[src/rtl/rdhs_pkg.sv]
// ----------------------------------------------------------------------------
// rdhs_pkg
// Shared constants, state codes and types of the row density segmenter.
// ----------------------------------------------------------------------------
package rdhs_pkg;

    localparam int COORD_BITS = 12;
    localparam int PIX_W      = 8;
    localparam int PCT_W      = 7;
    localparam int SUM_W      = PIX_W + COORD_BITS;
    localparam int CMP_W      = SUM_W + PCT_W;
    localparam int CFG_IDX_W  = 3;
    localparam int FIFO_DEPTH = 4;
    localparam int FIFO_AW    = 2;

    localparam logic [CFG_IDX_W-1:0] REG_WIN_LEFT   = 3'd0;
    localparam logic [CFG_IDX_W-1:0] REG_WIN_RIGHT  = 3'd1;
    localparam logic [CFG_IDX_W-1:0] REG_MIN_LENGTH = 3'd2;
    localparam logic [CFG_IDX_W-1:0] REG_ENTER_PCT  = 3'd3;
    localparam logic [CFG_IDX_W-1:0] REG_EXIT_PCT   = 3'd4;
    localparam logic [CFG_IDX_W-1:0] REG_STOP_ROW   = 3'd5;

    localparam logic [COORD_BITS-1:0] RST_WIN_LEFT   = COORD_BITS'(0);
    localparam logic [COORD_BITS-1:0] RST_WIN_RIGHT  = COORD_BITS'(64);
    localparam logic [COORD_BITS-1:0] RST_MIN_LENGTH = COORD_BITS'(5);
    localparam logic [PCT_W-1:0]      RST_ENTER_PCT  = PCT_W'(60);
    localparam logic [PCT_W-1:0]      RST_EXIT_PCT   = PCT_W'(50);
    localparam logic [COORD_BITS-1:0] RST_STOP_ROW   = COORD_BITS'(5);

    localparam logic [1:0] PH_SEARCH = 2'd0;
    localparam logic [1:0] PH_INSIDE = 2'd1;
    localparam logic [1:0] PH_DONE   = 2'd2;

    localparam logic KIND_SEGMENT = 1'b0;
    localparam logic KIND_SUMMARY = 1'b1;

    typedef struct packed {
        logic [PIX_W-1:0]      pixel;
        logic [COORD_BITS-1:0] column;
        logic [COORD_BITS-1:0] row;
        logic                  row_end;
        logic                  frame_start;
    } item_t;

    typedef struct packed {
        logic                  kind;
        logic [COORD_BITS-1:0] bottom_row;
        logic [COORD_BITS-1:0] top_row;
        logic [COORD_BITS-1:0] span;
        logic [COORD_BITS-1:0] bed_top;
        logic                  any_found;
        logic                  last_result;
    } result_t;

    typedef struct packed {
        logic    push0;
        logic    push1;
        result_t data0;
        result_t data1;
    } push_t;

endpackage

[src/rtl/rdhs_out_fifo.sv]
// ----------------------------------------------------------------------------
// rdhs_out_fifo
// Result queue that takes up to two words per cycle and gives one.
// ----------------------------------------------------------------------------
module rdhs_out_fifo
    import rdhs_pkg::*;
(
    input  logic    clk,
    input  logic    rst_n,
    input  push_t   push,
    input  logic    pop,
    output result_t rdata,
    output logic    valid,
    output logic    room2
);

    result_t                mem [FIFO_DEPTH];
    logic [FIFO_AW-1:0]     wr_ptr_reg;
    logic [FIFO_AW-1:0]     wr_ptr_next;
    logic [FIFO_AW-1:0]     rd_ptr_reg;
    logic [FIFO_AW-1:0]     rd_ptr_next;
    logic [FIFO_AW:0]       count_reg;
    logic [FIFO_AW:0]       count_next;
    logic [FIFO_AW-1:0]     wr_ptr_plus1;
    logic [FIFO_AW:0]       push_cnt;
    logic                   do_pop;

    assign valid        = (count_reg != '0);
    assign room2        = (count_reg <= (FIFO_AW+1)'(FIFO_DEPTH - 2));
    assign rdata        = mem[rd_ptr_reg];
    assign do_pop       = pop && valid;
    assign wr_ptr_plus1 = wr_ptr_reg + FIFO_AW'(1);

    always_comb
    begin
        push_cnt    = (FIFO_AW+1)'(push.push0) + (FIFO_AW+1)'(push.push1);
        wr_ptr_next = wr_ptr_reg + push_cnt[FIFO_AW-1:0];
        rd_ptr_next = rd_ptr_reg + FIFO_AW'(do_pop);
        count_next  = count_reg + push_cnt - (FIFO_AW+1)'(do_pop);
    end

    always_ff @(posedge clk)
    begin
        if (push.push0)
        begin
            mem[wr_ptr_reg] <= push.data0;
        end
        if (push.push1)
        begin
            mem[wr_ptr_plus1] <= push.data1;
        end
    end

    always_ff @(posedge clk or negedge rst_n)
    begin
        if (!rst_n)
        begin
            wr_ptr_reg <= '0;
            rd_ptr_reg <= '0;
            count_reg  <= '0;
        end
        else
        begin
            wr_ptr_reg <= wr_ptr_next;
            rd_ptr_reg <= rd_ptr_next;
            count_reg  <= count_next;
        end
    end

endmodule

[src/rtl/row_density_hysteresis_segmenter.sv]
// ----------------------------------------------------------------------------
// row_density_hysteresis_segmenter
// Sums mask pixels of each row inside a column window and opens and closes
// segments by two density levels, reporting kept segments and a frame summary.
// ----------------------------------------------------------------------------
// Flow: a word is registered in the input stage and evaluated there once the
// output queue has room for two results; its results are queued and offered.
// Throughput: one word per cycle; the input stalls while the four-entry output
// queue has fewer than two free entries.
// Reset clears the segmenter state and the queue and loads default registers.
module row_density_hysteresis_segmenter
    import rdhs_pkg::*;
(
    input  logic                  clk,
    input  logic                  rst_n,
    input  logic                  cfg_valid,
    output logic                  cfg_ready,
    input  logic [CFG_IDX_W-1:0]  cfg_index,
    input  logic [COORD_BITS-1:0] cfg_data,
    input  logic                  in_valid,
    output logic                  in_stall,
    input  logic [PIX_W-1:0]      pixel,
    input  logic [COORD_BITS-1:0] column,
    input  logic [COORD_BITS-1:0] row,
    input  logic                  row_end,
    input  logic                  frame_start,
    output logic                  out_valid,
    input  logic                  out_stall,
    output logic                  kind,
    output logic [COORD_BITS-1:0] bottom_row,
    output logic [COORD_BITS-1:0] top_row,
    output logic [COORD_BITS-1:0] span,
    output logic [COORD_BITS-1:0] bed_top,
    output logic                  any_found,
    output logic                  last_result
);

    logic [COORD_BITS-1:0]      win_left_reg;
    logic [COORD_BITS-1:0]      win_right_reg;
    logic [COORD_BITS-1:0]      min_length_reg;
    logic [PCT_W-1:0]           enter_pct_reg;
    logic [PCT_W-1:0]           exit_pct_reg;
    logic [COORD_BITS-1:0]      stop_row_reg;

    logic [CMP_W-1:0]           thr_enter_reg;
    logic [CMP_W-1:0]           thr_exit_reg;
    logic [CMP_W-1:0]           thr_enter_next;
    logic [CMP_W-1:0]           thr_exit_next;
    logic [COORD_BITS-1:0]      width;
    logic [PCT_W+COORD_BITS-1:0] enter_pw;
    logic [PCT_W+COORD_BITS-1:0] exit_pw;

    logic                       s1_valid_reg;
    logic                       s1_valid_next;
    item_t                      s1_item_reg;

    logic [1:0]                 phase_reg;
    logic [1:0]                 phase_next;
    logic [SUM_W-1:0]           row_sum_reg;
    logic [SUM_W-1:0]           row_sum_next;
    logic [COORD_BITS-1:0]      open_bottom_reg;
    logic [COORD_BITS-1:0]      open_bottom_next;
    logic [COORD_BITS-1:0]      last_top_reg;
    logic [COORD_BITS-1:0]      last_top_next;
    logic                       seen_reg;
    logic                       seen_next;

    logic                       proc;
    logic                       room2;
    push_t                      push;
    result_t                    head;

    logic [1:0]                 ph_eff;
    logic [SUM_W-1:0]           sum_eff;
    logic [COORD_BITS-1:0]      bottom_eff;
    logic [COORD_BITS-1:0]      top_eff;
    logic                       seen_eff;
    logic                       win_ok;
    logic [SUM_W:0]             sum_add;
    logic [SUM_W-1:0]           sum_new;
    logic [CMP_W-1:0]           sum_x100;
    logic                       over_enter;
    logic                       over_exit;
    logic                       open_seg;
    logic [1:0]                 ph1;
    logic [1:0]                 ph2;
    logic [COORD_BITS-1:0]      bottom1;
    logic                       seen1;
    logic                       close_seg;
    logic [COORD_BITS-1:0]      seg_span;
    logic                       keep;
    logic                       summ;
    result_t                    seg_res;
    result_t                    sum_res;

    assign cfg_ready = 1'b1;

    always_ff @(posedge clk or negedge rst_n)
    begin
        if (!rst_n)
        begin
            win_left_reg   <= RST_WIN_LEFT;
            win_right_reg  <= RST_WIN_RIGHT;
            min_length_reg <= RST_MIN_LENGTH;
            enter_pct_reg  <= RST_ENTER_PCT;
            exit_pct_reg   <= RST_EXIT_PCT;
            stop_row_reg   <= RST_STOP_ROW;
        end
        else if (cfg_valid)
        begin
            case (cfg_index)
                REG_WIN_LEFT:   win_left_reg   <= cfg_data;
                REG_WIN_RIGHT:  win_right_reg  <= cfg_data;
                REG_MIN_LENGTH: min_length_reg <= cfg_data;
                REG_ENTER_PCT:  enter_pct_reg  <= cfg_data[PCT_W-1:0];
                REG_EXIT_PCT:   exit_pct_reg   <= cfg_data[PCT_W-1:0];
                REG_STOP_ROW:   stop_row_reg   <= cfg_data;
                default:        ;
            endcase
        end
    end

    // The density levels are percent * 255 * window width, held in registers.
    always_comb
    begin
        width          = (win_right_reg > win_left_reg) ? (win_right_reg - win_left_reg)
                                                        : '0;
        enter_pw       = (PCT_W+COORD_BITS)'(enter_pct_reg) * (PCT_W+COORD_BITS)'(width);
        exit_pw        = (PCT_W+COORD_BITS)'(exit_pct_reg) * (PCT_W+COORD_BITS)'(width);
        thr_enter_next = {enter_pw, {PIX_W{1'b0}}} - CMP_W'(enter_pw);
        thr_exit_next  = {exit_pw, {PIX_W{1'b0}}} - CMP_W'(exit_pw);
    end

    always_ff @(posedge clk)
    begin
        thr_enter_reg <= thr_enter_next;
        thr_exit_reg  <= thr_exit_next;
    end

    assign proc     = s1_valid_reg && room2;
    assign in_stall = s1_valid_reg && !room2;

    always_comb
    begin
        s1_valid_next = s1_valid_reg;
        if (in_valid && !in_stall)
        begin
            s1_valid_next = 1'b1;
        end
        else if (proc)
        begin
            s1_valid_next = 1'b0;
        end
    end

    always_ff @(posedge clk)
    begin
        if (in_valid && !in_stall)
        begin
            s1_item_reg <= '{pixel: pixel, column: column, row: row,
                             row_end: row_end, frame_start: frame_start};
        end
    end

    always_comb
    begin
        ph_eff     = s1_item_reg.frame_start ? PH_SEARCH : phase_reg;
        sum_eff    = s1_item_reg.frame_start ? '0 : row_sum_reg;
        bottom_eff = s1_item_reg.frame_start ? '0 : open_bottom_reg;
        top_eff    = s1_item_reg.frame_start ? '0 : last_top_reg;
        seen_eff   = s1_item_reg.frame_start ? 1'b0 : seen_reg;

        win_ok  = (win_right_reg > win_left_reg) && (s1_item_reg.column >= win_left_reg)
                  && (s1_item_reg.column <= win_right_reg);
        sum_add = {1'b0, sum_eff} + (SUM_W+1)'(win_ok ? s1_item_reg.pixel : '0);
        sum_new = sum_add[SUM_W] ? {SUM_W{1'b1}} : sum_add[SUM_W-1:0];

        sum_x100   = CMP_W'({sum_new, 6'b0}) + CMP_W'({sum_new, 5'b0})
                     + CMP_W'({sum_new, 2'b0});
        over_enter = sum_x100 > thr_enter_reg;
        over_exit  = sum_x100 > thr_exit_reg;

        open_seg  = (ph_eff == PH_SEARCH) && (s1_item_reg.row > stop_row_reg) && over_enter;
        ph1       = open_seg ? PH_INSIDE : ph_eff;
        bottom1   = open_seg ? s1_item_reg.row : bottom_eff;
        seen1     = open_seg || seen_eff;
        close_seg = (ph1 == PH_INSIDE) && (!over_exit || (s1_item_reg.row == '0));
        seg_span  = (bottom1 >= s1_item_reg.row) ? (bottom1 - s1_item_reg.row) : '0;
        keep      = close_seg && (seg_span >= min_length_reg);
        ph2       = close_seg ? PH_SEARCH : ph1;
        summ      = (ph2 == PH_SEARCH) && (s1_item_reg.row <= stop_row_reg);

        seg_res = '{kind: KIND_SEGMENT, bottom_row: bottom1, top_row: s1_item_reg.row,
                    span: seg_span, bed_top: '0, any_found: 1'b1, last_result: !summ};
        sum_res = '{kind: KIND_SUMMARY, bottom_row: '0, top_row: '0, span: '0,
                    bed_top: seen1 ? (close_seg ? s1_item_reg.row : top_eff) : '0,
                    any_found: seen1, last_result: 1'b1};

        phase_next       = phase_reg;
        row_sum_next     = row_sum_reg;
        open_bottom_next = open_bottom_reg;
        last_top_next    = last_top_reg;
        seen_next        = seen_reg;
        push             = '{push0: 1'b0, push1: 1'b0, data0: seg_res, data1: sum_res};

        if (proc)
        begin
            phase_next       = ph_eff;
            row_sum_next     = sum_eff;
            open_bottom_next = bottom_eff;
            last_top_next    = top_eff;
            seen_next        = seen_eff;
            if (ph_eff != PH_DONE)
            begin
                if (!s1_item_reg.row_end)
                begin
                    row_sum_next = sum_new;
                end
                else
                begin
                    row_sum_next     = '0;
                    open_bottom_next = bottom1;
                    seen_next        = seen1;
                    last_top_next    = close_seg ? s1_item_reg.row : top_eff;
                    phase_next       = summ ? PH_DONE : ph2;
                    push.push0       = keep || summ;
                    push.push1       = keep && summ;
                    push.data0       = keep ? seg_res : sum_res;
                end
            end
        end
    end

    always_ff @(posedge clk or negedge rst_n)
    begin
        if (!rst_n)
        begin
            s1_valid_reg    <= 1'b0;
            phase_reg       <= PH_SEARCH;
            row_sum_reg     <= '0;
            open_bottom_reg <= '0;
            last_top_reg    <= '0;
            seen_reg        <= 1'b0;
        end
        else
        begin
            s1_valid_reg    <= s1_valid_next;
            phase_reg       <= phase_next;
            row_sum_reg     <= row_sum_next;
            open_bottom_reg <= open_bottom_next;
            last_top_reg    <= last_top_next;
            seen_reg        <= seen_next;
        end
    end

    rdhs_out_fifo u_fifo
    (
        .clk   (clk),
        .rst_n (rst_n),
        .push  (push),
        .pop   (!out_stall),
        .rdata (head),
        .valid (out_valid),
        .room2 (room2)
    );

    assign kind        = head.kind;
    assign bottom_row  = head.bottom_row;
    assign top_row     = head.top_row;
    assign span        = head.span;
    assign bed_top     = head.bed_top;
    assign any_found   = head.any_found;
    assign last_result = head.last_result;

endmodule

[config.mk]
export PLATFORM = sky130hd
export DESIGN_NAME = row_density_hysteresis_segmenter
export DESIGN_NICKNAME = d
export VERILOG_FILES = /design/src/rtl/rdhs_pkg.sv /design/src/rtl/rdhs_out_fifo.sv /design/src/rtl/row_density_hysteresis_segmenter.sv
export SDC_FILE = /design/constraint.sdc
export NUM_CORES = 1
export LEC_CHECK = 0
export BUFFER_PORTS_ARGS = -buffer_cell sky130_fd_sc_hd__buf_2
export CORE_UTILIZATION = 50
export DETAILED_ROUTE_END_ITERATION = 7
export GPL_ROUTABILITY_DRIVEN = 0
export PLACE_DENSITY = 0.67
export SLEW_MARGIN = 20
export SYNTH_ARGS = -nofsm -noshare
export SYNTH_HDL_FRONTEND = slang
export SYNTH_SLANG_ARGS = --single-unit
[constraint.sdc]
create_clock -name clk -period 19.7 [get_ports clk]
set_input_delay 0 -clock clk [delete_from_list [all_inputs] [get_ports clk]]
set_output_delay 0 -clock clk [all_outputs]
set_load 0.01 [all_outputs]
Word-level counts from Yosys, hierarchy flattened --
Memories as Yosys holds them, arrays and structs flattened. Cells that the tools add are included.
Storage, ports and cells: register bits 205, memories kept 1, input bits 54, memory bits (writable) 204, output and inout port bits 54
Memories:
- u_fifo.mem | words 4, bits a word 51, read ports 1, clocked after Yosys merged registers in 0, wr ports 2, RTL line rdhs_out_fifo.sv:17 | result_t mem [FIFO_DEPTH];
Cells by class: magnitude comparators 10, reductions and logical operators 32, mux-type cells 35, equal/unequal tests 7, add/sub/neg operators 13, $mul 2
Operators by type and width (number):
- 53-bit two-way mux | 3
- 12-bit two-way mux | 11
- 20-bit two-way mux | 4
- 27-bit greater-than comparator | 2
- 27-bit by 19-bit subtractor with 27-bit output | 2
- 51-bit two-way mux | 1
- 7-bit by 12-bit multiplier with 19-bit output | 2
- 12-bit greater-or-equal comparator | 3
- 26-bit by 25-bit adder with 27-bit output | 1
- 27-bit by 22-bit adder with 27-bit output | 1
- 12-bit greater-than comparator | 2
- 12-bit <= comparator | 2
- 12-bit subtractor | 2
- 20-bit by 8-bit adder with 21-bit output | 1
- 1-bit logical AND | 12
- 12-bit zero test | 1
- 2-bit two-way mux | 6
- 2-bit AND reduction | 6
- 1-bit two-way mux | 9
- 8-bit two-way mux | 1
- 3-bit by 2-bit == test with 1-bit output (second input constant) | 2
- 3-bit == test (second input constant) | 2
- 1-bit zero test | 5
- 2-bit zero test | 2
- 14 further kinds | 16

Logic depth before layout (Yosys ltp) --
Gate-level depths: netlist (run 1).
word-level depth 24, gate-level depth with buffers 77

Modules after synthesis --
A second synthesis (run 1) with hierarchy kept.
Unflattened totals: cell total of the unflattened synthesis 2800, area, all modules 30060.1 um^2
Modules (own cells, without submodules):
- row_density_hysteresis_segmenter | cells each 2268, times used 1, area each 19881.6 um^2
- rdhs_out_fifo | cells each 532, times used 1, area each 10178.5 um^2

Worst setup path after synthesis (run 1) --
Ideal clock, no wire load.
kind register to register, start point reg win_right_reg[0], end point reg u_fifo.count_reg[2], arrival time 15.464 ns, path buffers 5, data required time 19.577 ns, cell stages (with the launch flop) 78, setup slack 4.114 ns, cells stage by stage dfrtp_1 -> inv_1 -> ha_1 -> inv_1 -> fa_1 -> nand3_1 -> a21oi_1 -> o41a_1 -> nor3_1 -> nor2_1 -> o21ai_1 -> nor2_1 -> o21ai_1 -> nor3b_1 -> ha_1 -> fa_1 -> a21o_1 -> a21oi_1 -> [42 not listed] -> ha_1 -> nand2b_1 -> a21o_1 -> a21oi_1 -> o21ai_0 -> a21o_1 -> o211ai_1 -> nor2_4 -> buf_2 -> buf_2 -> nor2_1 -> nor2_1 -> ha_1 -> inv_1 -> ha_1 -> fa_1 -> xor2_1 -> xnor2_1
On the way: cells in the longest elaborated chain, start to end 23, elaborated cells on any way between the ends 34
RTL lines:
- start: declaration | RTL line row_density_hysteresis_segmenter.sv:39 | logic [COORD_BITS-1:0] win_right_reg;
- start signal: assignment | RTL line row_density_hysteresis_segmenter.sv:113 | REG_WIN_RIGHT: win_right_reg <= cfg_data;
- 12-bit greater-than comparator | RTL line row_density_hysteresis_segmenter.sv:173 | win_ok = (win_right_reg > win_left_reg) && (s1_item_reg.column >= win_left_reg)
- 1-bit logical AND | RTL line row_density_hysteresis_segmenter.sv:173
- 1-bit logical AND (*) | RTL line row_density_hysteresis_segmenter.sv:174 | && (s1_item_reg.column <= win_right_reg);
- 8-bit two-way mux (*) | RTL line row_density_hysteresis_segmenter.sv:175 | sum_add = {1'b0, sum_eff} + (SUM_W+1)'(win_ok ? s1_item_reg.pixel : '0);
- 20-bit by 8-bit adder with 21-bit output (*) | RTL line row_density_hysteresis_segmenter.sv:175
- 20-bit two-way mux (*) | RTL line row_density_hysteresis_segmenter.sv:176 | sum_new = sum_add[SUM_W] ? {SUM_W{1'b1}} : sum_add[SUM_W-1:0];
- 26-bit by 25-bit adder with 27-bit output | RTL line row_density_hysteresis_segmenter.sv:178 | sum_x100 = CMP_W'({sum_new, 6'b0}) + CMP_W'({sum_new, 5'b0})
- 27-bit by 22-bit adder with 27-bit output (*) | RTL line row_density_hysteresis_segmenter.sv:179 | + CMP_W'({sum_new, 2'b0});
- branches (longest 9 deep; another with 27-bit greater-than comparator)
- 53-bit two-way mux (*) | RTL line row_density_hysteresis_segmenter.sv:215 | if (!s1_item_reg.row_end)
- 53-bit two-way mux (*) | RTL line row_density_hysteresis_segmenter.sv:213 | if (ph_eff != PH_DONE)
- 53-bit two-way mux (*) | RTL line row_density_hysteresis_segmenter.sv:206 | if (proc)
- 1-bit by 1-bit adder with 2-bit output (*) | RTL line rdhs_out_fifo.sv:36 | push_cnt = (FIFO_AW+1)'(push.push0) + (FIFO_AW+1)'(push.push1);
- 3-bit adder (*) | RTL line rdhs_out_fifo.sv:39 | count_next = count_reg + push_cnt - (FIFO_AW+1)'(do_pop);
- 3-bit by 1-bit subtractor with 3-bit output (*) | RTL line rdhs_out_fifo.sv:39
- via u_fifo.count_next[2] | RTL line rdhs_out_fifo.sv:23 | logic [FIFO_AW:0] count_next;
- end signal: assignment | RTL line rdhs_out_fifo.sv:66 | count_reg <= count_next;
- end: declaration | RTL line rdhs_out_fifo.sv:22 | logic [FIFO_AW:0] count_reg;
Mark *: on every way through the listed nets, which the timed path passes. A chain may end at the register's enable or synchronous reset.

Worst setup path in the final report (run 1) --
Same ends and word-level chain as after synthesis.

==> flow_metrics.env, run 1 <==
export IMPL_outcome="finished, final reports clean"
export IMPL_coreArea_sq_um=55500
export IMPL_grt_pass1_vias=22646
export IMPL_fill_cells=4838
export IMPL_io_buffers=106
export IMPL_syn_num_nets=3327
export IMPL_cts_max_path_buffers=3
export IMPL_grt_setup_unrepaired="no"
export IMPL_hold_ws_ns=0.112
export IMPL_synthArstFlopShare=0.286
export IMPL_drive_gt1_frac=0.118
export IMPL_die_y_um=240
export IMPL_die_x_um=240
export IMPL_cp_data_arrival_time_ns=18.45
export IMPL_post_route_min_period_ns=17.99
export IMPL_netlist_area_sq_um=28300
export IMPL_required_ns=20.17
export IMPL_slowest_delay_ns=0.60
export IMPL_ys_types=89
export IMPL_clock_latency_ns=0.60
export IMPL_ys_flop_type="dfxtp_1"
export IMPL_endpoint_kind="flop"
export IMPL_fin_skew_ns=0.0432
export IMPL_hp_class="primary input to flop"
export IMPL_vias=22263
export IMPL_ant_nets=0
export IMPL_ff_latch_area_sq_um=9650
export IMPL_largest_register_ffs=204
export IMPL_area_growth_pct=12.2
export IMPL_drcViolationCount=0
export IMPL_synth_top_area_share=0.146
export IMPL_cp_slowest_cell="or4_1"
export IMPL_fmax_ghz=0.0556
export IMPL_synth_edf_count=86
export IMPL_multi_input_area_sq_um=16800
export IMPL_place_hpwl_um=53800
export IMPL_hold_viol_final=0
export IMPL_cts_root_buf="clkbuf_16"
export IMPL_grt_start_max_net_pins=65
export IMPL_first_pass_iters=6
export IMPL_slew_viol_final=0
export IMPL_mostFrequentLayoutCells="354 x inv_1, 264 x nand2_1, 258 x ha_1"
export IMPL_worstSetupStartpointType="flop"
export IMPL_cts_sinks=409
export IMPL_fp_dieArea_sq_um=57500
export IMPL_syn_area_per_cell_sq_um=9.76
export IMPL_ys_seq_area_frac=0.341
export IMPL_antenna_found_initial=1
export IMPL_finalWirelength_um=74500
export IMPL_yosys_warnings=0
export IMPL_slew_headroom=0.178
export IMPL_path_clk_slew_ns=0.06
export IMPL_netlist_instances=2896
export IMPL_cts_setup_buffers=0
export IMPL_max_cap_violations=0
export IMPL_grt_usage=0.261
export IMPL_fin_tns_setup_ns=0
export IMPL_grt_first_pass_wirelength_um=119000
export IMPL_start_util=0.509
export IMPL_cts_inserted_buffers=45
export IMPL_setup_violations=0
export IMPL_crit_top_cell="ha_1"
export IMPL_fin_nets=3445
export IMPL_critical_path_buf_inv_count=8
export IMPL_finalCritPeriodShare=0.913
export IMPL_setup_slack_ns=1.71
export IMPL_layout_commonest_cell="inv_1"
export IMPL_synth_seq_cells=409
export IMPL_cts_tree="yes"
export IMPL_path_delay_family="compound AO/OA/AOI/OAI gates"
export IMPL_vias_per_cell=5.86
export IMPL_overflow=0
export IMPL_crit_fanout=20
export IMPL_yosys_top_cells_area="dfxtp_1 15%, ha_1 11%, dfrtp_1 9.3%"
export IMPL_dp_worst_setup_slack_ns=1.61
export IMPL_regToRegSetupSlack_ns=1.71
export IMPL_drtIter0Drc=1563
export IMPL_ios=108
export IMPL_path_class="flop to flop"
export IMPL_htreeDepth=2
export IMPL_fp_row_count=86
export IMPL_synth_largest_area_cell="dfxtp_1"
export IMPL_wl_per_cell_um=19.6
export IMPL_tightest_slew_ns=1.22
[metal layers]
metal,global-route usage,routed length [um],up-vias
met5,0,0,-
met3,0.0387,4410,147
met2,0.441,35800,673
met1,0.342,32000,11011
li1,-,-,10432
met4,0.0876,2240,0
[kinds of logic (layout without fill, tap and decap cells)]
| family | after synthesis | in the layout | synth area share |
|---|---|---|---|
| AND/OR/NAND/NOR | 760 | 760 | 0.134 |
| AO/OA/AOI/OAI | 619 | 619 | 0.156 |
| buffers and inverters | 492 | 647 | 0.0673 |
| flip-flops | 409 | 409 | 0.341 |
| adder cells (fa/ha/maj) | 377 | 377 | 0.198 |
| multiplexers | 123 | 123 | 0.0677 |
| XOR/XNOR | 115 | 115 | 0.0356 |
| other | 1 | 2 | 0.000133 |
[synthesized netlist by cell type, drive strengths merged (25+ instances only)]
| cell type | n |
|---|---|
| a21o | 72 |
| a21oi | 103 |
| a22o | 62 |
| a32o | 48 |
| and2 | 39 |
| buf | 37 |
| clkbuf | 100 |
| dfrtp | 105 |
| dfxtp | 206 |
| edfxtp | 86 |
| fa | 119 |
| ha | 258 |
| inv | 355 |
| mux2 | 35 |
| mux2i | 37 |
| mux4 | 51 |
| nand2 | 264 |
| nand3 | 43 |
| nand4 | 41 |
| nor2 | 116 |
| nor2b | 45 |
| nor3 | 88 |
| o21a | 25 |
| o21ai | 124 |
| o2bb2ai | 36 |
| xnor2 | 77 |
| xor2 | 38 |
[final timing paths]
check | startpoint | to | depth (start not counted)
worst min-delay path | row[7] | s1_item_reg[9] | 2
worst max-delay path | win_right_reg[0] | u_fifo.count_reg[2] | 71
max in group asynchronous | rst_n | u_fifo.rd_ptr_reg[0] | 3
worst max register to register | win_right_reg[0] | u_fifo.count_reg[2] | 71
worst min register to register | u_fifo.mem[2][20] | u_fifo.mem[2][20] | 2
min in group asynchronous | rst_n | enter_pct_reg[1] | 2
[stage by stage]
stage           util  std cells  cell area (sq um)
3_5_place_dp   0.533       3657              29600
4_1_cts        0.571       3798              31700
5_1_grt        0.571       3799              31700
3_3_place_gp   0.533       3656              29600
6_report       0.571       3800              31700
2_1_floorplan      -       2896              28300
[layout make-up]
class,count,share of cell area
inverter,355,0.0420
clock inverter,21,0.00757
clock buffer,63,0.0405
sequential,409,0.304
multi-input combinational,1995,0.530
antenna,1,0.0000789
timing repair buffer,208,0.0460
tap,748,0.0295
[worst reg2reg max path: cells and delay by family (launching register included)]
kind | cells | cell delay [ns]
AOI/OAI and AO/OA | 27 | 6.86
xor gates and xnor gates | 2 | 0.28
adders and majority gates | 13 | 4.32
buffers and inverters | 8 | 0.78
DFF | 1 | 0.38
muxes | 1 | 0.57
and+or+nand+nor | 20 | 4.64
[what timing repair did]
item,4_1_cts,5_1_grt
hold endpoints to repair,153,0
hold buffers,57,0
endpoints found under the setup margin,0,1
gates resized for setup,0,1
Power of run 1 is left out: the tool's default activity adds up to more than one toggle a clock period on the data nets, which glitch-free logic cannot reach.
==> run 2: changes to the inputs <==
SYNTH_HIERARCHICAL = 1   (was default)
==> run 2 against run 1 <==
The flow now finishes with violations (DRC). Fmax is 7.3% higher. Synthesized area is 6.3% higher. Synthesized cell count is 3.3% lower. Sequential cell count stayed put. Clock skew is 0.0042 ns lower. Die area is 6.3% higher. Sequential share of layout area is 2.3 points higher. Setup slack better by 1.2 ns. Utilization is 0.51 points higher. Non-clock buffer count is 16 lower. Register-to-register slack better by 1.2 ns. Final cell count is 2.6% higher. Highest routed layer unchanged.
==> flow_metrics.env, run 2 <==
export IMPL_outcome="complete, but fails checks"
export IMPL_violations="DRC"
export IMPL_finalCritPeriodShare=0.851
export IMPL_mostFrequentLayoutCells="308 x inv_1, 258 x ha_1, 249 x nand2_1"
export IMPL_tightest_slew_ns=1.12
export IMPL_fill_cells=5059
export IMPL_p_leak_nw=15.9
export IMPL_crit_fanout=52
export IMPL_cts_tree="yes"
export IMPL_synth_compound_area_frac=0.0964
export IMPL_dp_worst_setup_slack_ns=3.15
export IMPL_synth_top_family_by_area="adder cells"
export IMPL_drive_gt1_frac=0.174
export IMPL_ff_latch_area_sq_um=11200
export IMPL_start_util=0.507
export IMPL_fin_area_sq_um=34200
export IMPL_yosys_top_cells_count="308 x inv_1, 258 x ha_1, 249 x nand2_1"
export IMPL_power_w=0.00623
export IMPL_cp_data_arrival_time_ns=16.98
export IMPL_grt_first_pass_wirelength_um=120000
export IMPL_fin_util=0.576
export IMPL_ys_types=88
export IMPL_synth_top_area_share=0.238
export IMPL_reg2reg_depth=70
export IMPL_grt_usage=0.250
export IMPL_yosys_top_cells_area="edfxtp_1 24%, ha_1 11%, dfrtp_1 8.7%"
export IMPL_fmax_ghz=0.0597
export IMPL_largest_register_ffs=204
export IMPL_setup_slack_ns=2.94
export IMPL_drcViolationCount=9
export IMPL_multi_input_area_sq_um=17900
export IMPL_synthSimpleGateAreaFrac=0.119
export IMPL_antenna_found_initial=0
export IMPL_synth_largest_area_cell="edfxtp_1"
export IMPL_ios=108
export IMPL_cts_sinks=409
export IMPL_hold_buffers=57
export IMPL_powerDensity_nw_per_um2=182
export IMPL_synth_adder_area_share=0.187
export IMPL_overflow=0
export IMPL_htreeDepth=2
export IMPL_diodes=0
export IMPL_synth_edf_count=238
export IMPL_ctsResizeCount=0
export IMPL_place_hpwl_um=53500
export IMPL_drtIter0Drc=1415
export IMPL_required_ns=19.92
export IMPL_cp_slowest_cell="buf_4"
export IMPL_cts_root_buf="clkbuf_16"
export IMPL_synthMostInstantiatedCell="inv_1"
export IMPL_synth_seq_cells=409
export IMPL_cts_max_path_buffers=3
export IMPL_syn_area_per_cell_sq_um=10.7
export IMPL_setup_violations=0
export IMPL_post_route_min_period_ns=16.76
export IMPL_path_clk_slew_ns=0.06
export IMPL_coreArea_sq_um=59200
export IMPL_worstSetupStartpointType="flop"
export IMPL_finalWirelength_um=74400
export IMPL_cts_setup_buffers=0
export IMPL_fin_nets=3518
export IMPL_cts_inserted_buffers=47
export IMPL_r2r_start="win_left_reg[0]"
export IMPL_yosys_warnings=6
export IMPL_first_pass_iters=8
export IMPL_synthArstFlopShare=0.286
export IMPL_die_y_um=247
export IMPL_reg2reg_to="u_fifo/mem[2][22]"
export IMPL_endpoint_kind="flop"
export IMPL_area_growth_pct=13.6
export IMPL_grt_pass1_vias=22591
export IMPL_dpl_cell_area_sq_um=32000
export IMPL_clock_latency_ns=0.60
export IMPL_fp_dieArea_sq_um=61100
export IMPL_fin_skew_ns=0.0389
export IMPL_vias_per_cell=5.63
export IMPL_grt_setup_unrepaired="no"
export IMPL_synthMuxAreaShare=0.135
export IMPL_vias=21946
export IMPL_ys_seq_area_frac=0.372
export IMPL_netlist_area_sq_um=30100
export IMPL_slowest_delay_ns=0.65
export IMPL_fin_tns_setup_ns=0
export IMPL_crit_top_cell="a21oi_1"
export IMPL_max_cap_violations=0
export IMPL_path_class="flop to flop"
export IMPL_regToRegSetupSlack_ns=2.94
export IMPL_netlist_instances=2800
export IMPL_io_buffers=106
export IMPL_slew_headroom=0.256
export IMPL_ant_nets=0
export IMPL_layout_commonest_cell="inv_1"
export IMPL_fp_row_count=89
export IMPL_die_x_um=247
export IMPL_grt_start_max_net_pins=61
export IMPL_wl_per_cell_um=19.1
export IMPL_hp_class="primary input to asynchronous set/reset pin"
export IMPL_synth_xor_area_frac=0.0367
export IMPL_slew_viol_final=0
export IMPL_ys_flop_type="edfxtp_1"
export IMPL_peakVddDrop_v=0.000200
export IMPL_hold_viol_final=0
[run 2: cell count changes after synthesis, sizes merged, moves of 44 or more]
cell,change
mux2,+197
dfxtp,-152
edfxtp,+152
a32o,-48
inv,-47
a22o,-44
[run 2: worst max-delay path by stage]
stage	from	endpoint	slack, ns	cells after the start
5_1_grt	win_left_reg[0]	u_fifo/mem[2][22]	1.27	71
2_1_floorplan	win_left_reg[0]	u_fifo/mem[0][0]	2.97	69
6_report	win_left_reg[0]	u_fifo/mem[2][22]	2.94	70
3_5_place_dp	win_left_reg[0]	u_fifo/mem[0][20]	3.15	70
4_1_cts	win_left_reg[0]	u_fifo/mem[2][22]	3.06	70
3_3_place_gp	win_left_reg[0]	u_fifo/count_reg[2]	3.67	75
[run 2: area by class of cell]
cell class / count / area share
clock buffer: 64 / 0.0393
tap: 773 / 0.0283
multi-input combinational: 2128 / 0.525
clock inverter: 24 / 0.00733
sequential: 409 / 0.327
inverter: 309 / 0.0340
timing repair buffer: 192 / 0.0387
[run 2: worst max-delay path: cells and delay by family, from the launching register on]
kind                     cells  cell delay [ns]
AO/OA/AOI/OAI               40             7.71
adder cells (fa/ha/maj)      9             2.63
buffers and inverters        4             1.41
flip-flops                   1             0.40
AND/OR/NAND/NOR             17             4.13
[run 2: metal layers]
metal,global-route usage,up-vias,share of wire
met3,0.0327,120,0.055
met1,0.332,10879,0.43
li1,-,10309,-
met5,0,-,0
met4,0.0637,0,0.021
met2,0.429,638,0.49
[run 2: cells by family (layout without fill, tap and decap cells)]
group           count (synthesis)  in the layout
mux                           313            313
buf+inv                       414            589
flops                         409            409
simple gates                  718            718
fa+ha+maj                     377            377
compound gates                441            441
xor+xnor                      126            126
other cells                     2            153
[run 2: stage by stage]
stage          std cells  hold WS, ns
5_1_grt             3899        0.127
6_report            3899        0.127
4_1_cts             3899       0.0992
2_1_floorplan       2951       -0.296
3_5_place_dp        3754        0.114
3_3_place_gp        3754       0.0945
[run 2: where the power goes]
part           total, W  internal (W)  switching [W]
Clock          0.000887      0.000522       0.000365
Combinational   0.00411       0.00169        0.00242
Sequential      0.00123       0.00112       0.000110
No activity file was read; power rests on OpenSTA's default activity.
